$ cat config.mk
export PLATFORM = sky130hd
export DESIGN_NAME = clipped_pixel_format_blit
export DESIGN_NICKNAME = d
export VERILOG_FILES = /design/src/sv/cpfb_pkg.sv /design/src/sv/clipped_pixel_format_blit.sv /design/src/sv/cpfb_channel_scale.sv
export SDC_FILE = /design/constraint.sdc
export NUM_CORES = 2
export LEC_CHECK = 0
export BUFFER_PORTS_ARGS = -buffer_cell sky130_fd_sc_hd__clkbuf_2
export CAP_MARGIN = 40
export CORE_MARGIN = 10
export CORE_UTILIZATION = 57
export CTS_CLUSTER_DIAMETER = 150
export DETAILED_ROUTE_END_ITERATION = 12
export GPL_ROUTABILITY_DRIVEN = 1
export PLACE_DENSITY_LB_ADDON = 0.25
export SLEW_MARGIN = 20
export SYNTH_ARGS = -nofsm -noshare
export SYNTH_HDL_FRONTEND = slang
export SYNTH_SLANG_ARGS = --single-unit
$ cat constraint.sdc
create_clock -name clk -period 5.8 [get_ports clk]
set_clock_uncertainty 0.05 [all_clocks]
set_input_delay 0.87 -clock clk [delete_from_list [all_inputs] [get_ports clk]]
set_output_delay 0.87 -clock clk [all_outputs]
set_load 0.01 [all_outputs]
$ cat src/sv/cpfb_pkg.sv
// Shared types and constants for the clipped pixel-format blit.
// Transaction structs, action/kind codes, register indexes and defaults.
// No dependencies.
package cpfb_pkg;

	localparam int COORD_BITS_DEF       = 16;
	localparam int MAX_CHANNEL_BITS_DEF = 16;

	localparam int CFG_ADDR_W = 6;
	localparam int CFG_DATA_W = 64;

	localparam int CHAN_IN_BITS = 8;
	localparam int ROUND_BIAS   = 127;

	localparam logic [5:0] BPP_RESET = 6'd32;

	localparam logic [1:0] ACT_AREA_START = 2'd0;
	localparam logic [1:0] ACT_PIXEL      = 2'd1;
	localparam logic [1:0] ACT_AREA_END   = 2'd2;
	localparam logic [1:0] ACT_RESERVED   = 2'd3;

	localparam logic KIND_WRITE = 1'b0;
	localparam logic KIND_DONE  = 1'b1;

	localparam logic [2:0] BYTES_TWO   = 3'd2;
	localparam logic [2:0] BYTES_THREE = 3'd3;
	localparam logic [2:0] BYTES_FOUR  = 3'd4;

	// channel_layout bit positions: len[5:0] then off[4:0] per channel
	localparam int RED_LSB   = 0;
	localparam int GREEN_LSB = 11;
	localparam int BLUE_LSB  = 22;

	typedef enum logic [2:0] {
		REG_SCREEN_WIDTH   = 3'd0,
		REG_SCREEN_HEIGHT  = 3'd1,
		REG_PAN_X          = 3'd2,
		REG_PAN_Y          = 3'd3,
		REG_LINE_PITCH     = 3'd4,
		REG_PIXEL_DEPTH    = 3'd5,
		REG_CHANNEL_LAYOUT = 3'd6
	} reg_idx_t;

	typedef struct packed {
		logic [1:0]         action;
		logic signed [15:0] area_left;
		logic signed [15:0] area_top;
		logic signed [15:0] area_right;
		logic signed [15:0] area_bottom;
		logic               final_flush;
		logic [7:0]         red;
		logic [7:0]         green;
		logic [7:0]         blue;
	} cmd_t;

	typedef struct packed {
		logic        kind;
		logic [31:0] byte_address;
		logic [31:0] pixel_data;
		logic [2:0]  byte_count;
		logic        present_request;
	} res_t;

endpackage

$ cat src/sv/clipped_pixel_format_blit.sv
// Top level of the clipped pixel-format blit: APB registers, area walk,
// clipping, address and pixel pipeline. Uses cpfb_pkg, cpfb_channel_scale.
// Result order follows command order; one result at most per command.
//
//  channel | handshake               | payload
//  cmd     | cmd_valid / cmd_ready   | cmd (cmd_t): area header, pixel, area end
//  res     | res_valid / res_ready   | res (res_t): pixel write or area done
//  apb     | psel, penable, pready   | paddr, pwrite, pwdata, prdata
//
// One command per clock unless res_ready stalls the pipeline. A result is offered once
// its command is accepted and has passed three registers (walk/clip stage, multiply
// stage, result register).
// Each stage holds only while the stage after it is full and stalled, so
// cmd_ready drops only once all three stages back up behind res_ready.
// Reset clears registers to defaults (pixel depth 32) and the area walk.
module clipped_pixel_format_blit import cpfb_pkg::*; #(
	parameter int COORD_BITS       = COORD_BITS_DEF,
	parameter int MAX_CHANNEL_BITS = MAX_CHANNEL_BITS_DEF
) (
	input  logic                  clk,
	input  logic                  arst_n,
	input  logic                  psel,
	input  logic                  penable,
	input  logic                  pwrite,
	input  logic [CFG_ADDR_W-1:0] paddr,
	input  logic [CFG_DATA_W-1:0] pwdata,
	output logic [CFG_DATA_W-1:0] prdata,
	output logic                  pready,
	input  logic                  cmd_valid,
	output logic                  cmd_ready,
	input  cmd_t                  cmd,
	output logic                  res_valid,
	input  logic                  res_ready,
	output res_t                  res
);

	localparam int CW = COORD_BITS + 2;

	// configuration
	logic [12:0] scr_w_q;
	logic [12:0] scr_h_q;
	logic [12:0] pan_x_q;
	logic [12:0] pan_y_q;
	logic [15:0] pitch_q;
	logic [5:0]  bpp_q;
	logic [32:0] layout_q;
	reg_idx_t    widx;
	reg_idx_t    ridx;

	// area walk
	logic signed [COORD_BITS-1:0] left_q;
	logic signed [COORD_BITS-1:0] top_q;
	logic signed [COORD_BITS-1:0] right_q;
	logic signed [COORD_BITS-1:0] bottom_q;
	logic signed [COORD_BITS-1:0] col_q;
	logic signed [COORD_BITS:0]   row_q;
	logic                         final_q;

	logic signed [CW-1:0] col_w, row_w, left_w, top_w, right_w, bottom_w, sw_w, sh_w;
	logic        accept;
	logic        empty_area;
	logic        wrap;
	logic        pix_step;
	logic        visible;
	logic [3:0]  bytes4;
	logic        bytes_ok;
	logic        make_res;
	logic [13:0] col_px;
	logic [13:0] row_ln;

	// pipeline
	logic        v1_q, v2_q, ov_q;
	logic        rdy1, rdy2, rdy3;
	logic        kind_s1, present_s1;
	logic [2:0]  bytes_s1;
	logic [13:0] col_px_s1, row_ln_s1;
	logic [7:0]  red_s1, green_s1, blue_s1;
	logic        kind_s2, present_s2;
	logic [2:0]  bytes_s2;
	logic [29:0] row_addr_s2;
	logic [15:0] col_off_s2;
	logic [31:0] red_sh, green_sh, blue_sh;
	logic [31:0] pixel_all;
	logic [31:0] pixel_masked;
	res_t        res_q;

	assign pready = 1'b1;
	assign widx   = reg_idx_t'(paddr[5:3]);
	assign ridx   = reg_idx_t'(paddr[5:3]);

	always_ff @(posedge clk or negedge arst_n) begin
		if (!arst_n) begin
			scr_w_q  <= '0;
			scr_h_q  <= '0;
			pan_x_q  <= '0;
			pan_y_q  <= '0;
			pitch_q  <= '0;
			bpp_q    <= BPP_RESET;
			layout_q <= '0;
		end else if (psel && penable && pwrite) begin
			unique case (widx)
				REG_SCREEN_WIDTH:   scr_w_q  <= pwdata[12:0];
				REG_SCREEN_HEIGHT:  scr_h_q  <= pwdata[12:0];
				REG_PAN_X:          pan_x_q  <= pwdata[12:0];
				REG_PAN_Y:          pan_y_q  <= pwdata[12:0];
				REG_LINE_PITCH:     pitch_q  <= pwdata[15:0];
				REG_PIXEL_DEPTH:    bpp_q    <= pwdata[5:0];
				REG_CHANNEL_LAYOUT: layout_q <= pwdata[32:0];
				default: ;
			endcase
		end
	end

	always_comb begin
		unique case (ridx)
			REG_SCREEN_WIDTH:   prdata = CFG_DATA_W'(scr_w_q);
			REG_SCREEN_HEIGHT:  prdata = CFG_DATA_W'(scr_h_q);
			REG_PAN_X:          prdata = CFG_DATA_W'(pan_x_q);
			REG_PAN_Y:          prdata = CFG_DATA_W'(pan_y_q);
			REG_LINE_PITCH:     prdata = CFG_DATA_W'(pitch_q);
			REG_PIXEL_DEPTH:    prdata = CFG_DATA_W'(bpp_q);
			REG_CHANNEL_LAYOUT: prdata = CFG_DATA_W'(layout_q);
			default:            prdata = '0;
		endcase
	end

	// stage readiness, back to front
	assign rdy3      = !ov_q || res_ready;
	assign rdy2      = !v2_q || rdy3;
	assign rdy1      = !v1_q || rdy2;
	assign cmd_ready = rdy1;
	assign accept    = cmd_valid && rdy1;

	always_comb begin
		col_w    = CW'(col_q);
		row_w    = CW'(row_q);
		left_w   = CW'(left_q);
		top_w    = CW'(top_q);
		right_w  = CW'(right_q);
		bottom_w = CW'(bottom_q);
		sw_w     = $signed(CW'(scr_w_q));
		sh_w     = $signed(CW'(scr_h_q));

		empty_area = (left_w > right_w) || (top_w > bottom_w) || (row_w > bottom_w);
		wrap       = col_w >= right_w;
		pix_step   = accept && (cmd.action == ACT_PIXEL) && !empty_area;
		visible    = (col_w >= 0) && (row_w >= 0) && (col_w < sw_w) && (row_w < sh_w);
		bytes4     = 4'((7'(bpp_q) + 7'd7) >> 3);
		bytes_ok   = (bytes4 >= 4'(BYTES_TWO)) && (bytes4 <= 4'(BYTES_FOUR));
		make_res   = (pix_step && visible && bytes_ok) ||
			(accept && (cmd.action == ACT_AREA_END));
		col_px     = 14'($unsigned(col_w)) + 14'(pan_x_q);
		row_ln     = 14'($unsigned(row_w)) + 14'(pan_y_q);
	end

	always_ff @(posedge clk or negedge arst_n) begin
		if (!arst_n) begin
			left_q   <= '0;
			top_q    <= '0;
			right_q  <= '0;
			bottom_q <= '0;
			col_q    <= '0;
			row_q    <= '0;
			final_q  <= 1'b0;
		end else if (accept && (cmd.action == ACT_AREA_START)) begin
			left_q   <= $signed(cmd.area_left[COORD_BITS-1:0]);
			top_q    <= $signed(cmd.area_top[COORD_BITS-1:0]);
			right_q  <= $signed(cmd.area_right[COORD_BITS-1:0]);
			bottom_q <= $signed(cmd.area_bottom[COORD_BITS-1:0]);
			col_q    <= $signed(cmd.area_left[COORD_BITS-1:0]);
			row_q    <= (COORD_BITS + 1)'($signed(cmd.area_top[COORD_BITS-1:0]));
			final_q  <= cmd.final_flush;
		end else if (pix_step) begin
			if (wrap) begin
				col_q <= left_q;
				row_q <= row_q + (COORD_BITS + 1)'(1);
			end else begin
				col_q <= col_q + COORD_BITS'(1);
			end
		end
	end

	// valid bits
	always_ff @(posedge clk or negedge arst_n) begin
		if (!arst_n) begin
			v1_q <= 1'b0;
			v2_q <= 1'b0;
			ov_q <= 1'b0;
		end else begin
			if (rdy1) v1_q <= make_res;
			if (rdy2) v2_q <= v1_q;
			if (rdy3) ov_q <= v2_q;
		end
	end

	always_ff @(posedge clk) begin
		if (accept) begin
			kind_s1    <= (cmd.action == ACT_AREA_END) ? KIND_DONE : KIND_WRITE;
			present_s1 <= final_q;
			bytes_s1   <= bytes4[2:0];
			col_px_s1  <= col_px;
			row_ln_s1  <= row_ln;
			red_s1     <= cmd.red;
			green_s1   <= cmd.green;
			blue_s1    <= cmd.blue;
		end
	end

	always_ff @(posedge clk) begin
		if (rdy2 && v1_q) begin
			kind_s2     <= kind_s1;
			present_s2  <= present_s1;
			bytes_s2    <= bytes_s1;
			row_addr_s2 <= 30'(row_ln_s1) * 30'(pitch_q);
			col_off_s2  <= 16'(col_px_s1) * 16'(bytes_s1);
		end
	end

	cpfb_channel_scale #(.MAX_CHANNEL_BITS(MAX_CHANNEL_BITS)) u_red (
		.clk     (clk),
		.en      (rdy2 && v1_q),
		.value   (red_s1),
		.len     (layout_q[RED_LSB +: 6]),
		.off     (layout_q[RED_LSB + 6 +: 5]),
		.shifted (red_sh)
	);

	cpfb_channel_scale #(.MAX_CHANNEL_BITS(MAX_CHANNEL_BITS)) u_green (
		.clk     (clk),
		.en      (rdy2 && v1_q),
		.value   (green_s1),
		.len     (layout_q[GREEN_LSB +: 6]),
		.off     (layout_q[GREEN_LSB + 6 +: 5]),
		.shifted (green_sh)
	);

	cpfb_channel_scale #(.MAX_CHANNEL_BITS(MAX_CHANNEL_BITS)) u_blue (
		.clk     (clk),
		.en      (rdy2 && v1_q),
		.value   (blue_s1),
		.len     (layout_q[BLUE_LSB +: 6]),
		.off     (layout_q[BLUE_LSB + 6 +: 5]),
		.shifted (blue_sh)
	);

	always_comb begin
		pixel_all = red_sh | green_sh | blue_sh;
		unique case (bytes_s2)
			BYTES_TWO:   pixel_masked = {16'd0, pixel_all[15:0]};
			BYTES_THREE: pixel_masked = {8'd0, pixel_all[23:0]};
			default:     pixel_masked = pixel_all;
		endcase
	end

	always_ff @(posedge clk) begin
		if (rdy3 && v2_q) begin
			res_q.kind <= kind_s2;
			if (kind_s2 == KIND_DONE) begin
				res_q.byte_address    <= '0;
				res_q.pixel_data      <= '0;
				res_q.byte_count      <= '0;
				res_q.present_request <= present_s2;
			end else begin
				res_q.byte_address    <= 32'(row_addr_s2) + 32'(col_off_s2);
				res_q.pixel_data      <= pixel_masked;
				res_q.byte_count      <= bytes_s2;
				res_q.present_request <= 1'b0;
			end
		end
	end

	assign res_valid = ov_q;
	assign res       = res_q;

endmodule

$ cat src/sv/cpfb_channel_scale.sv
// One color channel: scale 8 bits to the configured length with rounding
// and shift to its offset. Two halves around one register; uses cpfb_pkg.
// Divide by 255 is a truncated 1/256 series plus one small correction.
module cpfb_channel_scale import cpfb_pkg::*; #(
	parameter int MAX_CHANNEL_BITS = MAX_CHANNEL_BITS_DEF
) (
	input  logic        clk,
	input  logic        en,
	input  logic [7:0]  value,
	input  logic [5:0]  len,
	input  logic [4:0]  off,
	output logic [31:0] shifted
);

	localparam int NW    = MAX_CHANNEL_BITS + CHAN_IN_BITS;
	localparam int TERMS = (NW + CHAN_IN_BITS - 1) / CHAN_IN_BITS;

	logic [5:0]                  len_c;
	logic [NW-1:0]               num;
	logic [NW-1:0]               q0;
	logic [NW-1:0]               num_s2;
	logic [NW-1:0]               q0_s2;
	logic [NW-1:0]               prod;
	logic [NW-1:0]               rem;
	logic [10:0]                 rem_lo;
	logic [11:0]                 corr;
	logic [NW-1:0]               quot;
	logic [MAX_CHANNEL_BITS-1:0] scaled;
	logic [31:0]                 scaled_w;

	always_comb begin
		len_c = (len > 6'(MAX_CHANNEL_BITS)) ? 6'(MAX_CHANNEL_BITS) : len;
		// v*(2^len-1) + 127
		num = (NW'(value) << len_c) - NW'(value) + NW'(ROUND_BIAS);
		q0 = '0;
		for (int i = 1; i <= TERMS; i++) begin
			q0 = q0 + (num >> (CHAN_IN_BITS * i));
		end
	end

	always_ff @(posedge clk) begin
		if (en) begin
			num_s2 <= num;
			q0_s2  <= q0;
		end
	end

	// estimate is low by at most TERMS, so the remainder stays small
	always_comb begin
		prod     = (q0_s2 << CHAN_IN_BITS) - q0_s2;
		rem      = num_s2 - prod;
		rem_lo   = rem[10:0];
		corr     = (12'(rem_lo) + 12'd1 + 12'(rem_lo >> CHAN_IN_BITS)) >> CHAN_IN_BITS;
		quot     = q0_s2 + NW'(corr);
		scaled   = quot[MAX_CHANNEL_BITS-1:0];
		scaled_w = 32'(scaled);
		shifted  = scaled_w << off;
	end

endmodule

# == Word level (Yosys, flattened, before mapping) ==
# Index checks and enable logic that the tools add are counted.
# word_totals
input_bits,168
ff_bits,466
elab_cells,153
# classes
order_cmp,13
n_mux,12
shifts,6
addsub,30
bitwise,2
eq_ne,10
n_reduce_logical,37
n_mul,2
# ops
cell,count
case mux 33 bit (7 select lines),1
left shift 16 x 5 -> 32 bit,3
"adder 24 x 7 -> 24 bit, second input constant",3
left shift 8 x 6 -> 24 bit,3
subtractor 24 x 8 -> 24 bit,3
subtractor 11 bit,6
bitwise OR 32 bit,2
case mux 32 bit (2 select lines),1
2-to-1 mux 17 bit,3
adder 16 x 4 -> 16 bit,3
adder 16 x 8 -> 16 bit,3
2-to-1 mux 16 bit,3
"adder 11 x 1 -> 12 bit, second input constant",3
adder 12 x 3 -> 12 bit,3
> comparator 16 bit,2
adder 30 x 16 -> 31 bit,1
multiplier 14 x 16 -> 30 bit,1
adder 14 x 13 -> 14 bit,2
"> comparator 6 x 5 -> 1 bit, second input constant",3
2-to-1 mux 6 bit,3
"adder 17 x 2 -> 17 bit, second input constant",1
">= comparator 17 x 1 -> 1 bit, second input constant",1
> comparator 17 x 16 -> 1 bit,1
less-than comparator 17 x 14 -> 1 bit,1
other kinds (21),56

# == Depth between registers and ports, before layout ==
# logic_depth
depth_word,10
ltp_mapped,32
mapped_depth_nobuf,32

# == Hierarchy ==
# A second synthesis with hierarchy kept.
# unflattened
hier_cells,4995
hier_area_um2,44715.4
# modules_own_cells
module,area_each_um2,cells_each,n_inst
clipped_pixel_format_blit,27866.7,2706,1
cpfb_channel_scale at u_blue ...,5571.6,756,2
cpfb_channel_scale at u_red,5705.5,777,1

# == Worst setup path after synthesis ==
# OpenSTA, ideal clock, no wires.
# synth_timing
kind,flip-flop to flip-flop
start,register row_ln_s1[4]
end,"register row_addr_s2[28], data pin"
path_slack_ns,-0.373
arrival_ns,5.865
path_stages_with_launch,22
period_less_slack_ns,6.173
path_buffers,1
t_required_ns,5.492
path_cell_list,edfxtp_1 clkbuf_1 nand2_1 fa_1 inv_1 fa_1 fa_1 inv_1 fa_1 fa_1 inv_1 fa_1 ha_1 nand4_1 o221ai_1 a41oi_1 o211a_1 o31ai_1 nand4_1 nand4b_1 a21oi_1 xnor2_1
# synth_between
elab_chain_len,1
# synth_lines
element,line_no,text
"start, declared",clipped_pixel_format_blit.sv:76,"logic [13:0] col_px_s1, row_ln_s1;"
"start signal, assigned",clipped_pixel_format_blit.sv:202,row_ln_s1 <= row_ln;
multiplier 14 x 16 -> 30 bit,clipped_pixel_format_blit.sv:214,row_addr_s2 <= 30'(row_ln_s1) * 30'(pitch_q);
"end signal, assigned",clipped_pixel_format_blit.sv:214,
"end, declared",clipped_pixel_format_blit.sv:80,logic [29:0] row_addr_s2;
# Every way passes these cells.
# A chain may end at the register's enable or synchronous reset.

# == Final worst setup path ==
# layout_timing
start,register u_blue.q0_s2[2]
end,"register res_q (netlist bit res[12]), data pin"
# layout_between
elab_chain_len,8
# layout_lines
element,line_no,text
"start, declared",cpfb_channel_scale.sv:22,logic [NW-1:0] q0_s2;
"start signal, assigned",cpfb_channel_scale.sv:44,q0_s2 <= q0;
subtractor 11 bit,cpfb_channel_scale.sv:50,prod = (q0_s2 << CHAN_IN_BITS) - q0_s2;
subtractor 11 bit,cpfb_channel_scale.sv:51,rem = num_s2 - prod;
adder 11 x 1 -> 12 bit,cpfb_channel_scale.sv:53,corr = (12'(rem_lo) + 12'd1 + 12'(rem_lo >> CHAN_IN_BITS)) >> CHAN_IN_BITS;
adder 12 x 3 -> 12 bit,cpfb_channel_scale.sv:53,
adder 16 x 4 -> 16 bit *,cpfb_channel_scale.sv:54,quot = q0_s2 + NW'(corr);
left shift 16 x 5 -> 32 bit *,cpfb_channel_scale.sv:57,shifted = scaled_w << off;
bitwise OR 32 bit *,clipped_pixel_format_blit.sv:247,pixel_all = red_sh | green_sh | blue_sh;
case mux 32 bit (2 select lines) *,clipped_pixel_format_blit.sv:248,unique case (bytes_s2)
"end, declared",clipped_pixel_format_blit.sv:85,res_t res_q;
# Mark *: on every way between the ends. The rest lies on a longest branch, timed or not.

==> impl_metrics.tcl <==
set metrics [dict create \
    status "finished with violations" \
    violations "setup timing" \
    synth-xor-area-share_pct 4.31 \
    numPortBuffers 236 \
    synth_top_area_share_pct 17.5 \
    gp_congestion 0.983 \
    r2r_setup_slack_ns -0.36 \
    dieArea_sq_um 88800 \
    dp_cells 6580 \
    setup.worst_path.end_class "register" \
    via_per_inst 5.86 \
    synth.distinct_cells 109 \
    hpwl_microns 103000 \
    muxShareOfSynthArea_pct 5.24 \
    synthAdderAreaFrac_pct 20.9 \
    synth_top_family_by_area "adder cells" \
    core_sq_um 76300 \
    path_clk_slew_ns 0.06 \
    drc 0 \
    yosys_warnings 0 \
    drt_iter0_drc 3438 \
    grt_util_all_layers_pct 28.7 \
    synth_cells 4967 \
    wirelength_microns 135000 \
    crit_required_ns 6.11 \
    synth.avg_cell_area_sq_um 8.87 \
    grt_antenna_before_repair 1 \
    setup_ws_ns -0.360 \
    dr.pass1.iters 6 \
    seq_area_frac_synth_pct 29.3 \
    cts_tree "done" \
    worst_pin_slew_ns 0.904 \
    synth-async-reset-ratio_pct 44.7 \
    setup_viol 33 \
    rows 101 \
    tns_ns -6.38 \
    hold_class "input pin to asynchronous set/reset pin" \
    start_kind "register" \
    placed_area_sq_um 49900 \
    synth_compound_area_share_pct 15.9 \
    finalHoldViolations 0 \
    dieHeight_microns 298 \
    synth_area_leaders "edfxtp_1 18%, ha_1 12%, dfrtp_1 12%" \
    finalCritPeriodShare_pct 106 \
    avgRoutedWirePerCell_microns 19.9 \
    critPathMaxStageDelay_ns 0.37 \
    clock_latency_ns 0.65 \
    die_x_microns 298 \
    drive_gt1_share_pct 25.8 \
    yosys.area.top_type "edfxtp_1" \
    synth_edf_count 257 \
    first_global_vias 38900 \
    fin_area_sq_um 54600 \
    cts_root_buf "clkbuf_16" \
    gr-total-overflow 0 \
    synth_simple_gate_area_share_pct 17.5 \
    ant_nets 0 \
    cts.sink_count 465 \
    rsz0062_at_grt "yes" \
    numCtsBuffers 53 \
    nets 6492 \
    cp_max_fo 4 \
    fmaxAchievable_mhz 162 \
    criticalPathCategory "register to register" \
    maxSlewViolCount 0 \
    fin_hold_ws_ns 0.218 \
    grt_max_degree 107 \
    area_growth_pct 23.8 \
    yosysMostFrequentCell "nand2_1" \
    crit_path_top_delay_cell "edfxtp_1" \
    finalCriticalPeriod_ns 6.16 \
    io_pins 304 \
    critPathMostFrequentCell "o21a_1" \
    synth-seq-cells 465 \
    h-tree-depth 2 \
    drv_cap 0 \
    synthesis.area_sq_um 44100 \
    initial_core_util_pct 57.7 \
    synthTopCellsByCount "603 x nand2_1, 525 x inv_1, 423 x ha_1" \
    grt_pass1_wl_microns 209000 \
    synthFlopType "edfxtp_1" \
    arrival_ns 6.47 \
    fin_cells 6780 \
    maxSlewHeadroom_pct 39.7 \
    clockBufferDepth 3 \
    num_vias 39800 \
]
layout make-up:
class	instances	area, sq um
Multi-Input combinational cell	3776	30200
Fill cell	5757	21800
Sequential cell	465	12900
Timing Repair Buffer	876	6230
Inverter	533	2010
Clock buffer	68	1460
Tap cell	1030	1290
Clock inverter	31	434
Antenna cell	1	2.50
critical path: cells and delay by family, from the launching register on:
family          cells  cell delay (ns)
flops               1             0.37
xor+xnor            1             0.18
simple gates        5             0.53
compound gates     13             2.47
fa+ha+maj           5             1.40
buf+inv             3             0.13
mux                 4             0.79
kinds of logic (layout without fill, tap and decap cells):
kind of cell,count (synthesis),in the layout
flip-flops,465,465
adder cells (fa/ha/maj),619,619
XOR/XNOR,213,213
AND/OR/NAND/NOR,1630,1630
AO/OA/AOI/OAI,1075,1075
buffers and inverters,757,1508
multiplexers,206,206
other,2,34
cell usage in the layout (no fill, tap or decap), types with 28 or more instances in the layout:
master	count
and2_1	138
dfrtp_1	199
a21o_1	80
xnor2_1	138
nand2_1	589
o21ai_1	51
a21oi_1	191
nor2b_1	55
clkbuf_16	56
a21oi_2	48
nand3_1	106
buf_4	591
conb_1	33
o21ai_0	191
buf_6	40
mux2i_1	83
o21ai_2	28
fa_1	181
o21a_1	52
nor3_1	98
nand2b_1	50
clkbuf_2	235
or3_1	28
xor2_1	60
o211ai_1	35
a31oi_1	45
ha_1	388
nor2_1	312
nand4_1	39
and3_1	39
mux2_2	92
inv_1	506
edfxtp_1	257
sequential cells by signal (all words and copies together) (netlist names), 13 cells and up:
name	cells
col_q	16
row_addr_s2	30
pitch_q	16
u_green.q0_s2	16
col_px_s1	14
top_q	16
row_q	17
bottom_q	16
pan_y_q	13
u_red.q0_s2	16
left_q	16
layout_q	33
res	68
col_off_s2	16
scr_w_q	13
row_ln_s1	14
u_blue.q0_s2	16
scr_h_q	13
pan_x_q	13
right_q	16
metrics by stage:
| step | utilization [%] | setup WS (ns) |
|---|---|---|
| after floorplan | - | -0.0297 |
| after global placement | 65.3 | -0.489 |
| after CTS | 69.4 | -0.203 |
| after detailed placement | 65.4 | -0.687 |
| after global routing | 71.5 | -0.672 |
| final | 71.5 | -0.360 |
path summary, 6_finish.rpt:
check	end	start	cells after the start
max reg2reg	res[12]	u_blue.q0_s2[2]	31
max	res[12]	u_blue.q0_s2[2]	31
min reg2reg	present_s2	present_s1	0
max in group asynchronous	layout_q[27]	arst_n	2
min in group clk	red_s1[2]	cmd[18]	1
min	bottom_q[8]	arst_n	1
routing by layer:
| metal | vias up | track usage, % | wire, microns |
|---|---|---|---|
| li1 | 18700 | - | - |
| met3 | 303 | 4.27 | 9120 |
| met1 | 19200 | 35.9 | 54600 |
| met2 | 1494 | 49.9 | 66400 |
| met4 | 0 | 10.3 | 5020 |
| met5 | - | 0 | 0 |
timing repair:
item | in CTS | in global routing
hold buffers | 0 | 0
gates resized for setup | 218 | 269
endpoints found under the setup margin | 60 | 72
pin swaps | 133 | 199
buffers inserted | 44 | 55
gates cloned | 0 | 1
Power is left out: the tool's default activity adds up to more than one toggle a clock period on the data nets, which glitch-free logic cannot reach.
